## src/hdl/tbv_pkg.sv

```systemverilog
`timescale 1ns / 1ps
// ----------------------------------------------------------------------------
// tbv_pkg
// Types and constants shared by the byte voter modules.
// ----------------------------------------------------------------------------
package tbv_pkg;

    localparam int ADDR_FIELD_BITS = 32;
    localparam int CFG_DATA_BITS   = 32;
    localparam int CFG_INDEX_BITS  = 1;
    localparam int TOTAL_BITS      = 32;

    // configuration register indexes
    localparam logic [CFG_INDEX_BITS-1:0] REG_RAM_LOW  = 1'b0;
    localparam logic [CFG_INDEX_BITS-1:0] REG_RAM_HIGH = 1'b1;

    // valid-copy mask: bit0 = A, bit1 = B, bit2 = C
    typedef logic [2:0] copy_mask_t;

    localparam copy_mask_t MASK_ABC = 3'b111;
    localparam copy_mask_t MASK_BC  = 3'b110;
    localparam copy_mask_t MASK_AC  = 3'b101;
    localparam copy_mask_t MASK_NONE = 3'b000;

    typedef struct packed {
        logic                       first;
        logic                       last;
        logic [ADDR_FIELD_BITS-1:0] addr_a;
        logic [ADDR_FIELD_BITS-1:0] addr_b;
        logic [ADDR_FIELD_BITS-1:0] addr_c;
        logic [7:0]                 byte_a;
        logic [7:0]                 byte_b;
        logic [7:0]                 byte_c;
    } item_t;

    typedef struct packed {
        logic [7:0]            voted_byte;
        logic                  mismatch;
        logic                  fatal;
        logic                  run_end;
        logic                  run_good;
        logic [TOTAL_BITS-1:0] error_total;
        logic [TOTAL_BITS-1:0] corrected_total;
    } result_t;

    // registered input item, address check already folded into a mask
    typedef struct packed {
        logic       first;
        logic       last;
        copy_mask_t in_window;
        logic [7:0] byte_a;
        logic [7:0] byte_b;
        logic [7:0] byte_c;
    } stage_t;

endpackage

```

## src/hdl/tbv_stream_if.sv

```systemverilog
`timescale 1ns / 1ps
// ----------------------------------------------------------------------------
// tbv_stream_if
// Valid/ready channel carrying one payload item per transfer.
// ----------------------------------------------------------------------------
interface tbv_stream_if #(
    parameter type T = logic
);
    logic valid;
    logic ready;
    T     data;

    modport source (
        output valid,
        output data,
        input  ready
    );

    modport sink (
        input  valid,
        input  data,
        output ready
    );
endinterface

```

## src/hdl/tmr_byte_voter_unit.sv

```systemverilog
`timescale 1ns / 1ps
// Each byte triple passes the input register, then the result register, before its
// result is presented. Throughput: one byte triple per cycle while result.ready holds.
// The address window check sits ahead of the input
// register; the vote and the counter update sit between the two registers.
// Reset: copy mask clears, run healthy sets, counters and channel valids clear; ram_low = 0,
// ram_high = all ones. No clearing pass.
// ----------------------------------------------------------------------------
// tmr_byte_voter_unit
// Triple-redundant byte stream voter with RAM window check and error counters.
// ----------------------------------------------------------------------------
module tmr_byte_voter_unit #(
    parameter int ADDR_BITS  = 32,
    parameter int COUNT_BITS = 32
) (
    input  logic                                clk,
    input  logic                                rst_n,
    input  logic                                cfg_we,
    input  logic [tbv_pkg::CFG_INDEX_BITS-1:0]  cfg_index,
    input  logic [tbv_pkg::CFG_DATA_BITS-1:0]   cfg_data,
    tbv_stream_if.sink                          item,
    tbv_stream_if.source                        result
);
    import tbv_pkg::*;

    logic [CFG_DATA_BITS-1:0] ram_low_reg;
    logic [CFG_DATA_BITS-1:0] ram_low_next;
    logic [CFG_DATA_BITS-1:0] ram_high_reg;
    logic [CFG_DATA_BITS-1:0] ram_high_next;

    logic    stage_valid_reg;
    logic    stage_valid_next;
    stage_t  stage_reg;
    stage_t  stage_next;
    logic    res_valid_reg;
    logic    res_valid_next;
    result_t res_reg;
    result_t res_next;

    copy_mask_t in_window;
    logic       take;
    logic       advance;

    tbv_window #(
        .ADDR_BITS (ADDR_BITS)
    ) u_window (
        .ram_low   (ram_low_reg),
        .ram_high  (ram_high_reg),
        .addr_a    (item.data.addr_a),
        .addr_b    (item.data.addr_b),
        .addr_c    (item.data.addr_c),
        .in_window (in_window)
    );

    tbv_vote #(
        .COUNT_BITS (COUNT_BITS)
    ) u_vote (
        .clk      (clk),
        .rst_n    (rst_n),
        .step     (advance),
        .stage    (stage_reg),
        .res_next (res_next)
    );

    // the result register frees up in the same cycle it is taken
    assign advance    = stage_valid_reg && (!res_valid_reg || result.ready);
    assign item.ready = !stage_valid_reg || advance;
    assign take       = item.valid && item.ready;

    assign result.valid = res_valid_reg;
    assign result.data  = res_reg;

    always_comb
    begin
        ram_low_next  = ram_low_reg;
        ram_high_next = ram_high_reg;
        if (cfg_we)
        begin
            case (cfg_index)
                REG_RAM_LOW:  ram_low_next  = cfg_data;
                REG_RAM_HIGH: ram_high_next = cfg_data;
                default:      ;
            endcase
        end

        stage_next.first     = item.data.first;
        stage_next.last      = item.data.last;
        stage_next.in_window = in_window;
        stage_next.byte_a    = item.data.byte_a;
        stage_next.byte_b    = item.data.byte_b;
        stage_next.byte_c    = item.data.byte_c;

        if (take)
            stage_valid_next = 1'b1;
        else if (advance)
            stage_valid_next = 1'b0;
        else
            stage_valid_next = stage_valid_reg;

        if (advance)
            res_valid_next = 1'b1;
        else if (result.ready)
            res_valid_next = 1'b0;
        else
            res_valid_next = res_valid_reg;
    end

    always_ff @(posedge clk or negedge rst_n)
    begin
        if (!rst_n)
        begin
            ram_low_reg     <= '0;
            ram_high_reg    <= '1;
            stage_valid_reg <= 1'b0;
            res_valid_reg   <= 1'b0;
        end
        else
        begin
            ram_low_reg     <= ram_low_next;
            ram_high_reg    <= ram_high_next;
            stage_valid_reg <= stage_valid_next;
            res_valid_reg   <= res_valid_next;
        end
    end

    always_ff @(posedge clk)
    begin
        if (take)
            stage_reg <= stage_next;
        if (advance)
            res_reg <= res_next;
    end

endmodule

```

## src/hdl/tbv_window.sv

```systemverilog
`timescale 1ns / 1ps
// ----------------------------------------------------------------------------
// tbv_window
// Checks the three copy base addresses against the RAM window.
// ----------------------------------------------------------------------------
module tbv_window #(
    parameter int ADDR_BITS = 32
) (
    input  logic [tbv_pkg::CFG_DATA_BITS-1:0]   ram_low,
    input  logic [tbv_pkg::CFG_DATA_BITS-1:0]   ram_high,
    input  logic [tbv_pkg::ADDR_FIELD_BITS-1:0] addr_a,
    input  logic [tbv_pkg::ADDR_FIELD_BITS-1:0] addr_b,
    input  logic [tbv_pkg::ADDR_FIELD_BITS-1:0] addr_c,
    output tbv_pkg::copy_mask_t                 in_window
);
    import tbv_pkg::*;

    logic [ADDR_BITS-1:0] low_cut;
    logic [ADDR_BITS-1:0] high_cut;
    logic [ADDR_BITS-1:0] a_cut;
    logic [ADDR_BITS-1:0] b_cut;
    logic [ADDR_BITS-1:0] c_cut;

    // everything is cut (or zero-extended) to ADDR_BITS before compare
    assign low_cut  = ADDR_BITS'(ram_low);
    assign high_cut = ADDR_BITS'(ram_high);
    assign a_cut    = ADDR_BITS'(addr_a);
    assign b_cut    = ADDR_BITS'(addr_b);
    assign c_cut    = ADDR_BITS'(addr_c);

    assign in_window[0] = (a_cut >= low_cut) && (a_cut <= high_cut);
    assign in_window[1] = (b_cut >= low_cut) && (b_cut <= high_cut);
    assign in_window[2] = (c_cut >= low_cut) && (c_cut <= high_cut);

endmodule

```

## src/hdl/tbv_vote.sv

```systemverilog
`timescale 1ns / 1ps
// ----------------------------------------------------------------------------
// tbv_vote
// Majority vote of one byte triple plus the run state and saturating counters.
// ----------------------------------------------------------------------------
module tbv_vote #(
    parameter int COUNT_BITS = 32
) (
    input  logic             clk,
    input  logic             rst_n,
    input  logic             step,
    input  tbv_pkg::stage_t  stage,
    output tbv_pkg::result_t res_next
);
    import tbv_pkg::*;

    copy_mask_t            copy_mode_reg;
    copy_mask_t            copy_mode_next;
    logic                  run_healthy_reg;
    logic                  run_healthy_next;
    logic [COUNT_BITS-1:0] error_cnt_reg;
    logic [COUNT_BITS-1:0] error_cnt_next;
    logic [COUNT_BITS-1:0] corr_cnt_reg;
    logic [COUNT_BITS-1:0] corr_cnt_next;

    copy_mask_t mode;
    logic [1:0] n_valid;
    logic       too_few;
    logic       healthy_base;
    logic [7:0] maj;
    logic [7:0] x;
    logic [7:0] y;
    logic [7:0] voted;
    logic       mism;
    logic       fatal;
    logic       err_inc;

    always_comb
    begin
        mode    = stage.first ? stage.in_window : copy_mode_reg;
        n_valid = 2'(mode[0]) + 2'(mode[1]) + 2'(mode[2]);
        too_few = (n_valid < 2'd2);
        healthy_base = stage.first ? !too_few : run_healthy_reg;

        maj = (stage.byte_a & stage.byte_b) | (stage.byte_a & stage.byte_c)
            | (stage.byte_b & stage.byte_c);

        // two-copy mode: x is the first valid copy in order A, B, C
        case (mode)
            MASK_BC:
            begin
                x = stage.byte_b;
                y = stage.byte_c;
            end
            MASK_AC:
            begin
                x = stage.byte_a;
                y = stage.byte_c;
            end
            default:
            begin
                x = stage.byte_a;
                y = stage.byte_b;
            end
        endcase

        if (mode == MASK_ABC)
        begin
            voted = maj;
            mism  = (stage.byte_a != stage.byte_b) || (stage.byte_a != stage.byte_c);
            fatal = (stage.byte_a != stage.byte_b) && (stage.byte_a != stage.byte_c)
                 && (stage.byte_b != stage.byte_c);
        end
        else if (n_valid == 2'd2)
        begin
            voted = x;
            mism  = (x != y);
            fatal = (x != y);
        end
        else
        begin
            voted = 8'd0;
            mism  = 1'b0;
            fatal = 1'b1;
        end

        // at most one error count per byte: too few copies never votes
        err_inc = (stage.first && too_few) || mism;

        copy_mode_next   = mode;
        run_healthy_next = healthy_base && !fatal;
        error_cnt_next   = (err_inc && (error_cnt_reg != '1))
                         ? error_cnt_reg + COUNT_BITS'(1) : error_cnt_reg;
        corr_cnt_next    = (mism && (corr_cnt_reg != '1))
                         ? corr_cnt_reg + COUNT_BITS'(1) : corr_cnt_reg;

        res_next.voted_byte      = voted;
        res_next.mismatch        = mism;
        res_next.fatal           = fatal;
        res_next.run_end         = stage.last;
        res_next.run_good        = stage.last && run_healthy_next;
        res_next.error_total     = TOTAL_BITS'(error_cnt_next);
        res_next.corrected_total = TOTAL_BITS'(corr_cnt_next);
    end

    always_ff @(posedge clk or negedge rst_n)
    begin
        if (!rst_n)
        begin
            copy_mode_reg   <= MASK_NONE;
            run_healthy_reg <= 1'b1;
            error_cnt_reg   <= '0;
            corr_cnt_reg    <= '0;
        end
        else if (step)
        begin
            copy_mode_reg   <= copy_mode_next;
            run_healthy_reg <= run_healthy_next;
            error_cnt_reg   <= error_cnt_next;
            corr_cnt_reg    <= corr_cnt_next;
        end
    end

endmodule

```

## src/flat_wrapper.sv

```systemverilog
// flat-port wrapper written by rule: the top's interface ports become plain ports
module tmr_byte_voter_unit_flat import tbv_pkg::*;
#(
    parameter int ADDR_BITS  = 32,
    parameter int COUNT_BITS = 32
)
  (clk, rst_n, cfg_we, cfg_index, cfg_data, item_valid, item_data, item_ready, result_valid, result_data, result_ready);
  tbv_stream_if #(.T(item_t)) item_i ();
  tbv_stream_if #(.T(result_t)) result_i ();
  input  logic clk;
  input  logic rst_n;
  input  logic cfg_we;
  input  logic [tbv_pkg::CFG_INDEX_BITS-1:0] cfg_index;
  input  logic [tbv_pkg::CFG_DATA_BITS-1:0] cfg_data;
  input wire logic [$bits(item_i.valid)-1:0] item_valid;
  input wire logic [$bits(item_i.data)-1:0] item_data;
  output wire logic [$bits(item_i.ready)-1:0] item_ready;
  output wire logic [$bits(result_i.valid)-1:0] result_valid;
  output wire logic [$bits(result_i.data)-1:0] result_data;
  input wire logic [$bits(result_i.ready)-1:0] result_ready;
  assign item_i.valid = item_valid;
  assign item_i.data = item_data;
  assign item_ready = item_i.ready;
  assign result_valid = result_i.valid;
  assign result_data = result_i.data;
  assign result_i.ready = result_ready;
  tmr_byte_voter_unit #(.ADDR_BITS(ADDR_BITS), .COUNT_BITS(COUNT_BITS)) u_core (.clk(clk), .rst_n(rst_n), .cfg_we(cfg_we), .cfg_index(cfg_index), .cfg_data(cfg_data), .item(item_i), .result(result_i));
endmodule
```

## config.mk

```make
export PLATFORM = sky130hd
export DESIGN_NAME = tmr_byte_voter_unit_flat
export DESIGN_NICKNAME = d
export VERILOG_FILES = /design/src/hdl/tbv_pkg.sv /design/src/hdl/tbv_stream_if.sv /design/src/hdl/tmr_byte_voter_unit.sv /design/src/hdl/tbv_window.sv /design/src/hdl/tbv_vote.sv /design/src/flat_wrapper.sv
export SDC_FILE = /design/constraint.sdc
export NUM_CORES = 1
export LEC_CHECK = 0
export BUFFER_PORTS_ARGS = -buffer_cell sky130_fd_sc_hd__buf_2
export CORE_ASPECT_RATIO = 0.8
export CORE_MARGIN = 3
export CORE_UTILIZATION = 53
export CTS_BUF_LIST = sky130_fd_sc_hd__clkbuf_16
export DETAILED_ROUTE_END_ITERATION = 8
export GPL_TIMING_DRIVEN = 1
export MAX_ROUTING_LAYER = met4
export PLACE_DENSITY = 0.78
export SLEW_MARGIN = 5
export SYNTH_ARGS = -nofsm -noshare
export SYNTH_HDL_FRONTEND = slang
export SYNTH_HIERARCHICAL = 1
export SYNTH_SLANG_ARGS = --single-unit
```

## constraint.sdc

```tcl
create_clock -name clk -period 3.37 [get_ports clk]
set_input_delay 0.1685 -clock clk [delete_from_list [all_inputs] [get_ports clk]]
set_output_delay 0.1685 -clock clk [all_outputs]
set_load 0.02 [all_outputs]
```

* Word level (Yosys, flattened, before mapping)
Cells that the tools add are included.
** Word-level totals
- Bits in registers :: 239
- Input port bits :: 160
- Output and inout port bits :: 78
- Word-level logic and storage cells :: 89
** Operators by class
- Add/subtract/negate cells :: 4
- $lt $le $gt $ge :: 7
- Equality and inequality tests :: 10
- Multiplexer cells :: 16
- Bitwise gates (word level) :: 6
- Reductions and logical operators :: 25
** Operators by type and width (count)
- $ge 32x32->1 :: 3
- $le 32x32->1 :: 3
- $add 32x1->32 const B :: 2
- $mux 32 :: 2
- $ne 32x32->1 const B :: 2
- $mux 8 :: 4
- $ne 8x8->1 :: 4
- $and 8x8->8 :: 3
- $or 8x8->8 :: 2
- $logic_and 1x1->1 :: 12
- $eq 3x3->1 const B :: 3
- $mux 1 :: 9
- $logic_not 1->1 :: 4
- $logic_or 1x1->1 :: 4
- $reduce_and 2->1 :: 2
- $reduce_bool 2->1 :: 2
- $mux 3 :: 1
- $add 1x1->2 :: 1
- $add 2x1->2 :: 1
- $eq 2x2->1 const B :: 1
- $lt 2x2->1 const B :: 1
- $reduce_or 2->1 :: 1
- $not 1->1 :: 1

* Longest topological paths before layout
Gate-level depths: netlist of run 1.
- Word-level depth :: 10
- Mapped depth :: 14
- Gate-level depth less buffers :: 10

* Cells and area by module
Netlist of run 1, hierarchy kept.
** Modules (own cells, without submodules)
- tbv_vote :: instances 1, cells an instance 705, area each 6000.8 sq um, seq. area each 1702.9 sq um
- tmr_byte_voter_unit :: instances 1, cells an instance 250, area each 5708.0 sq um, seq. area each 4844.6 sq um
- tbv_window :: instances 1, cells an instance 561, area each 4282.9 sq um, seq. area each 0.0 sq um

* Least setup slack after synthesis of run 1
Ideal clock, no wire load.
- Path type :: flip-flop to flip-flop
- From :: reg u_core.res_valid_reg, in the netlist u_core/result.valid
- To :: reg u_core.u_vote.corr_cnt_reg[21]
- Data arrival time :: 3553 ps
- Required time :: 3241 ps
- Path slack :: -312 ps
- Stages on the path, launching flop included :: 9
- Clock period less this slack :: 3682 ps
- Cells stage by stage :: dfrtp_1 > nand2b_1 > and2_1 > clkbuf_1 > and2_1 > clkbuf_1 > buf_1 > nand3_1 > xnor2_1
** Between the ends
- Cells in the longest elaborated chain, start to end :: 3
** Ends and longest elaborated chain
- start, declared :: line tmr_byte_voter_unit.sv:35 : logic res_valid_reg;
- start signal, assigned :: line tmr_byte_voter_unit.sv:122 : res_valid_reg <= res_valid_next;
- $logic_not 1->1 :: line tmr_byte_voter_unit.sv:66 : assign advance = stage_valid_reg && (!res_valid_reg || result.ready);
- $logic_or 1x1->1 :: line tmr_byte_voter_unit.sv:66
- $logic_and 1x1->1 :: line tmr_byte_voter_unit.sv:66
- via u_core.advance :: line tmr_byte_voter_unit.sv:42 : logic advance;
- end signal, assigned :: line tbv_vote.sv:120 : corr_cnt_reg <= corr_cnt_next;
- end, declared :: line tbv_vote.sv:23 : logic [COUNT_BITS-1:0] corr_cnt_reg;
The timed path passes the listed nets, and every way through them passes these cells.
A chain may end at the register's enable or synchronous reset.

==> key figures, run 1 <==
Route
  • Met2 WL: 19,900 um
  • Vias: 12,930
  • WL final: 42,700 um
  • Met3 WL post-DR: 2530 um
  • TritonRoute pass-1 iters: 5
  • WL per Instance: 18.9 um
  • Starting DRC count in detailed routing: 773
  • ANT nets after route: 0
  • DRC errors left: 0
  • Highest Signal Layer: met4
  • WL met1: 19,300 um
  • Vias/cell: 5.71

Timing
  • Max-slew violations: 0
  • Final setup TNS: 0 ns
  • Unrepaired setup endpoints after global routing: no
  • Final Cycle Share: 94.6%
  • Slew HR: 51.5%
  • Worst-margin pin slew: 0.709 ns
  • Max Freq: 314 MHz
  • Tmin final: 3.19 ns
  • Fin. Hold Viols: 0
  • Post-Route Skew: 0.0118 ns
  • Final setup fails: 0

Synthesis
  • Main combinational cell family by area after synthesis: adder cells
  • Post-synth EDFFs: 105
  • Post-Synth XOR/XNOR Area: 7.39%
  • Post-synth top flop: edfxtp_1
  • Post-Syn Area per Cell: 10.5 sq um
  • Seq cells post-synth: 239
  • Post-synthesis cell area: 16,000 sq um
  • Syn_nets: 1,895
  • Multiplexer area fraction after synthesis: 6.09%
  • Async S/R FF share, synth: 56.1%
  • Yosys top cell area share: 19.7%
  • Ys Warns: 6
  • Post-Synth Simple-Gate Area: 16.3%
  • Cell count after synthesis: 1,516
  • Adder-Cell Fraction of Synth Area: 17.2%
  • Synth Area in Compound Gates: 8.49%
  • Synth area leaders: edfxtp_1 (20%), ha_1 (17%), dfrtp_1 (16%)
  • Sequential share of the synthesized area: 40.9%
  • Yosys top cell by area: edfxtp_1
  • Distinct cells, synth: 73

Finish
  • Area grow syn2layout: 20.9%
  • Final core occ: 65.5%
  • Final nets: 2,210
  • Max reg flops: 76
  • Share of cells above drive strength 1: 24.3%
  • Fillers: 2,287

Status
  • Status: completed

Clock tree
  • CTS tree: done
  • Clock Pin Slew Worst Setup and Hold Paths: 0.07 ns
  • CTS sink cnt: 239
  • Clk Latency, worst-skew pair: 0.54 ns
  • # H-tree levels: 1
  • CTS Root Cell: clkbuf_16
  • Deepest clock path buffer count: 3
  • TritonCTS Buffers: 26

Worst hold path
  • Class of the worst hold path: input pin to flop
  • Worst hold endpoint: u_core/ram_low_reg[30]$_DFFE_PN0P_
  • Hold Crit Start: cfg_index
  • Hold Path Cell Cnt: 3

Power
  • Leak: 0.00891 uW
  • Clock power share: 30.3%
  • Switching share of power: 33.2%
  • Comb power frac: 31.7%
  • Power per cell area: 508 nW/um^2
  • Max VDD drop: 488 uV
  • Pint: 6550 uW
  • Switching pwr: 3260 uW
  • Flop pwr share: 38.0%

Setup path
  • CP bufs+invs: 2
  • Reg-to-reg slack, setup: 0.18 ns
  • Critical Path Stages: 10
  • Crit path required time: 3.69 ns
  • RR Startpoint: u_core/stage_reg[28]$_DFFE_PP_
  • CP Max Fanout: 20
  • Crit path kind: flop to flop
  • Reg-to-Reg End: u_core/result.data[34]$_DFFE_PP_
  • Worst Setup SP: u_core/stage_reg[28]$_DFFE_PP_
  • Reg2reg path depth: 10
  • Critical Path, Cell by Cell: clkbuf_2 -> nor3b_2 -> nor2_2 -> o221a_1 -> o32a_1 -> nor4_1 -> a21o_2 -> buf_12 -> nor2_1 -> xor2_1
  • Arr. time, crit path: 3.51 ns
  • Top delay family on crit path: compound AO/OA/AOI/OAI gates
  • Slowest CP cell: edfxtp_1
  • Peak per-stage delay on the critical path: 0.51 ns
  • Critical path endpoint category: flop
  • CP Launch Type: flop

Die
  • Die H: 161 um
  • Chip width: 200 um
  • FP Rows: 56
  • Core footprint: 29,500 sq um
  • I/O pin cnt: 238
  • Initial Utilization: 54.2%
  • Die ar.: 32,300 sq um

Placement
  • Port Buffers: 237
  • Final HPWL DP: 32,300 um
  • Final GP Congestion: 0.948

Global routing
  • Tot GR Track Use: 26.5%
  • Vias in the first global route: 12,834
  • Grt ovf: 0
  • First-pass GRT wire length: 67,700 um
  • Largest net degree at the start of global routing: 63
  • Number of antenna violations at the first check in global routing: 10

Job
  • Number of max-capacitance violations reported: 0
==> power by group through the flow <==
stage	clock [uW]	combinational (uW)	sequential [uW]
final	2980	3110	3730
after CTS	3060	3070	3730
after floorplan	0	1920	3860
after global placement	0	2890	3760
after detailed placement	0	2990	3780
after global routing	3180	3420	3770
==> metrics by stage <==
step / cell area (sq um) / hold WS, ns / setup slack (ns) / instances / power, uW
6_report: 19300 / 0.125 / 0.182 / 2264 / 9810
3_5_place_dp: 17800 / 0.180 / 0.153 / 2145 / 6760
2_1_floorplan: 16000 / -0.127 / 0.375 / 1516 / 5780
3_3_place_gp: 17800 / 0.177 / 0.256 / 2145 / 6650
4_1_cts: 19300 / 0.107 / 0.139 / 2254 / 9860
5_1_grt: 19300 / 0.126 / 0.0105 / 2264 / 10400
==> worst reg2reg max path, stage by stage (launching register included) <==
cell	delay [ns]
edfxtp_1	0.51
clkbuf_2	0.21
nor3b_2	0.29
nor2_2	0.13
o221a_1	0.24
o32a_1	0.35
nor4_1	0.30
a21o_2	0.37
buf_12	0.20
nor2_1	0.07
xor2_1	0.30
==> logic make-up after synthesis <==
| family | Yosys count |
|---|---|
| AO/OA/AOI/OAI | 218 |
| XOR/XNOR | 135 |
| adder cells (fa/ha/maj) | 219 |
| buffers and inverters | 129 |
| flip-flops | 239 |
| multiplexers | 83 |
| AND/OR/NAND/NOR | 493 |
==> cell usage in the layout, fill, tap and decap left out, drive strengths merged, types with 14 or more instances in the layout <==
cell / n
nor2: 71
nor3: 44
dfrtp: 101
xor2: 68
inv: 79
xnor2: 67
mux2: 72
buf: 278
dfstp: 33
a21oi: 81
and3: 32
and2: 18
ha: 218
nand4: 50
nand3: 91
nor4: 24
o21ai: 46
dlygate4sd3: 62
nand2: 101
edfxtp: 105
clkbuf: 27
a211oi: 14
==> cells in the mapped netlist, drive strengths merged, types with 8 or more instances <==
cell / count
and3: 32
ha: 218
a211oi: 14
and4: 10
dfstp: 33
xor2: 68
o21ai: 46
nand3b: 8
clkbuf: 20
nand2: 101
inv: 75
mux2i: 11
nor3b: 9
nand3: 91
nor2b: 11
dfrtp: 101
and2: 18
edfxtp: 105
nor2: 71
o22ai: 13
a221oi: 8
a21o: 10
mux2: 72
a31oi: 8
a21oi: 81
nor4: 24
xnor2: 67
nand4: 50
buf: 34
nor3: 44
==> worst max-delay path by stage <==
stage / endpoint / slack (ns)
3_5_place_dp: u_core/result.data[45]$_DFFE_PP_ / 0.15
3_3_place_gp: u_core/result.data[59]$_DFFE_PP_ / 0.26
5_1_grt: u_core/result.data[53]$_DFFE_PP_ / 0.01
2_1_floorplan: u_core/result.data[33]$_DFFE_PP_ / 0.38
6_report: u_core/result.data[34]$_DFFE_PP_ / 0.18
4_1_cts: u_core/result.data[45]$_DFFE_PP_ / 0.14
==> repair_timing <==
action                                 CTS  global route
gates resized for setup                  0             3
setup buffers                            0             2
endpoints found under the hold margin  147             0
hold buffers                            62             0
setup endpoints to repair                0             4
==> layer usage <==
layer  GRT usage [%]  vias up
met1            35.4     6205
met2            43.1      423
li1                -     6233
met3            4.07       69
met4            6.04        0
met5               -        -
==> cell type report <==
class / instances / area [sq um] / area share (%)
Timing Repair Buffer: 341 / 2180 / 11.3
Inverter: 75 / 282 / 1.46
Multi-Input combinational cell: 1148 / 8910 / 46.1
Antenna cell: 8 / 20.0 / 0.104
Tap cell: 406 / 508 / 2.63
Clock inverter: 21 / 240 / 1.24
Clock buffer: 26 / 651 / 3.37
Sequential cell: 239 / 6550 / 33.9
No activity file was read; power rests on OpenSTA's default activity.
==> run 2: changes to the inputs <==
CORE_MARGIN = unset   (was 3)
==> run 2 against run 1 <==
- register-to-register slack barely moved
- fmax rose by 0.22%
- global-route usage rose by 2.1 points
- flip-flop and latch count did not move
- non-clock buffer count rose by 4
- clock power fell by 10%
- combinational power barely moved
- routed wire length barely moved
- total power fell by 3.0%
- final cell count rose by 0.57%
- sequential power barely moved
- clock-buffer cell count rose by 2
==> key figures, run 2 (synthesis gave the netlist of run 1 again) <==
Status
  • Status: completed (unchanged)

Timing
  • Final Cycle Share: 94.4% (was 94.6%)
  • Hold Slack: 0.160 ns (was 0.125 ns)
  • Fin. Hold Viols: 0 (unchanged)
  • Max Freq: 314 MHz (about the same)
  • Final setup fails: 0 (unchanged)
  • Post-Route Skew: 0.0155 ns (was 0.0118 ns)
  • Max-slew violations: 0 (unchanged)
  • Final setup margin: 0.189 ns (was 0.182 ns)
  • Slew HR: 41.8% (was 51.5%)
  • Final setup TNS: 0 ns (unchanged)
  • Tmin final: 3.18 ns (was 3.19 ns)
  • Unrepaired setup endpoints after global routing: no (unchanged)
  • Worst-margin pin slew: 0.870 ns (was 0.709 ns)

Route
  • Vias/cell: 5.73 (was 5.71)
  • ANT nets after route: 0 (unchanged)
  • DRC errors left: 0 (unchanged)
  • Starting DRC count in detailed routing: 932 (was 773)
  • WL final: 42,700 um (about the same)
  • WL per Instance: 18.7 um (was 18.9 um)
  • Vias: 13,040 (was 12,930)
  • TritonRoute pass-1 iters: 6 (was 5)

Clock tree
  • CTS Root Cell: clkbuf_16 (unchanged)
  • TritonCTS Buffers: 27 (was 26)
  • Clk Latency, worst-skew pair: 0.55 ns (was 0.54 ns)
  • Clock Pin Slew Worst Setup and Hold Paths: 0.06 ns (was 0.07 ns)
  • CTS sink cnt: 239 (unchanged)
  • # H-tree levels: 1 (unchanged)
  • CTS tree: done (unchanged)
  • Deepest clock path buffer count: 3 (unchanged)

Die
  • FP Rows: 56 (unchanged)
  • Initial Utilization: 54.2% (unchanged)
  • Chip width: 196 um (was 200 um)
  • I/O pin cnt: 238 (unchanged)
  • Core footprint: 29,500 sq um (unchanged)
  • Die H: 157 um (was 161 um)
  • Die ar.: 30,900 sq um (was 32,300 sq um)

Global routing
  • First-pass GRT wire length: 68,100 um (was 67,700 um)
  • Number of antenna violations at the first check in global routing: 14 (was 10)
  • Tot GR Track Use: 28.6% (was 26.5%)
  • Largest net degree at the start of global routing: 69 (was 63)
  • Grt ovf: 0 (unchanged)
  • Vias in the first global route: 12,896 (was 12,834)

Finish
  • Non-Filler Instances: 2,277 (was 2,264)
  • Finished Cell Area: 19,300 sq um (about the same)
  • Most common cell after layout, fill and taps aside: buf_2 (unchanged)
  • Final nets: 2,215 (was 2,210)
  • Most frequent cells in the layout: buf_2 (236), ha_1 (218), edfxtp_1 (105) (unchanged)
  • Area grow syn2layout: 20.5% (was 20.9%)
  • Max reg flops: 76 (unchanged)
  • Share of cells above drive strength 1: 24.1% (was 24.3%)

Placement
  • Port Buffers: 237 (unchanged)
  • DP Worst Slack: 0.133 ns (was 0.153 ns)
  • Dpl cells: 2,149 (was 2,145)
  • Final HPWL DP: 31,800 um (was 32,300 um)
  • Final GP Congestion: 0.984 (was 0.948)
  • Post-DP Area: 17,800 sq um (about the same)

Setup path
  • Critical Path, Cell by Cell: mux2_2 -> fa_1 -> nand2b_1 -> o21a_1 -> nand4_1 -> nor4_1 -> a21o_2 -> buf_12 -> nor4_1 -> xor2_1 (was clkbuf_2 -> nor3b_2 -> nor2_2 -> o221a_1 -> o32a_1 -> nor4_1 -> a21o_2 -> buf_12 -> nor2_1 -> xor2_1)
  • Crit path required time: 3.65 ns (was 3.69 ns)
  • Reg-to-reg slack, setup: 0.19 ns (was 0.18 ns)
  • Most repeated library cell on the critical path: nor4_1
  • Slowest CP cell: edfxtp_1 (unchanged)
  • CP Max Fanout: 22 (was 20)
  • Peak per-stage delay on the critical path: 0.50 ns (was 0.51 ns)
  • CP Launch Type: flop (unchanged)
  • Critical path endpoint category: flop (unchanged)
  • Arr. time, crit path: 3.46 ns (was 3.51 ns)
  • Crit path kind: flop to flop (unchanged)

Job
  • Number of max-capacitance violations reported: 0 (unchanged)

Worst hold path
  • Class of the worst hold path: input pin to flop (unchanged)

Power
  • Leak: 0.00889 uW (was 0.00891 uW)
  • Power per cell area: 494 nW/um^2 (was 508 nW/um^2)
  • Max VDD drop: 437 uV (was 488 uV)
-- run 2: changes by cell type in the layout (fill, tap and decap cells not counted), moves of 2 or more --
cell and delta:
inv_1 +3, clkinv_1 +4, bufinv_16 -5, clkbuf_16 +2
buf_4 +4, diode_2 +6
-- run 2: per-stage QoR --
stage               power, uW  utilization, %
detailed placement       6770            60.3
floorplan                5780               -
CTS                      9540            65.1
global placement         6640            60.3
finish                   9520            65.3
global route            10100            65.3
-- run 2: final timing paths --
kind | from | to | cells past startpoint
max in group asynchronous | rst_n | u_core/ram_high_reg[17]$_DFFE_PN1P_ | 3
min in group asynchronous | rst_n | u_core/ram_low_reg[3]$_DFFE_PN0P_ | 2
setup / recovery | u_core/stage_reg[28]$_DFFE_PP_ | u_core/result.data[44]$_DFFE_PP_ | 10
hold / removal | cfg_index | u_core/ram_low_reg[28]$_DFFE_PN0P_ | 3
setup reg to reg | u_core/stage_reg[28]$_DFFE_PP_ | u_core/result.data[44]$_DFFE_PP_ | 10
hold reg to reg | u_core/stage_reg[27]$_DFFE_PP_ | u_core/result.data[65]$_DFFE_PP_ | 0
-- run 2: area by class of cell --
| class | instances | area, sq um |
|---|---|---|
| flip-flops and latches | 239 | 6550 |
| repair buffers | 345 | 2200 |
| clock buffers | 28 | 701 |
| well taps | 406 | 508 |
| diodes | 14 | 35.0 |
| multi-input cells | 1148 | 8890 |
| fillers | 2301 | 10200 |
| inverters | 75 | 282 |
| clock inverters | 22 | 104 |
-- run 2: power breakdown --
part           internal, uW  switching, uW  leakage (uW)
registers              3490            242       0.00270
clock network          1500           1190      0.000422
logic                  1280           1830       0.00578
total                  6260           3260       0.00889
-- run 2: metal layers --
layer / global-route usage [%] / vias up / part of all wire (%)
met1: 37.7 / 6229 / 45
met5: - / - / 0
met3: 4.99 / 74 / 6.6
met4: 9.00 / 0 / 2.5
li1: - / 6257 / -
met2: 45.1 / 480 / 46
-- run 2: critical path, delay by kind of cell, from the launching register on --
family          cells  cell delay (ns)
buf+inv             1             0.21
xor+xnor            1             0.11
mux                 1             0.43
compound gates      2             0.46
simple gates        4             0.69
flops               1             0.50
fa+ha+maj           1             0.50
-- run 2: repair_timing --
item | CTS | global route
buffers inserted | 0 | 2
endpoints found under the setup margin | 0 | 3
endpoints found under the hold margin | 138 | 0
resized for setup | 0 | 1
hold buffers | 62 | 0
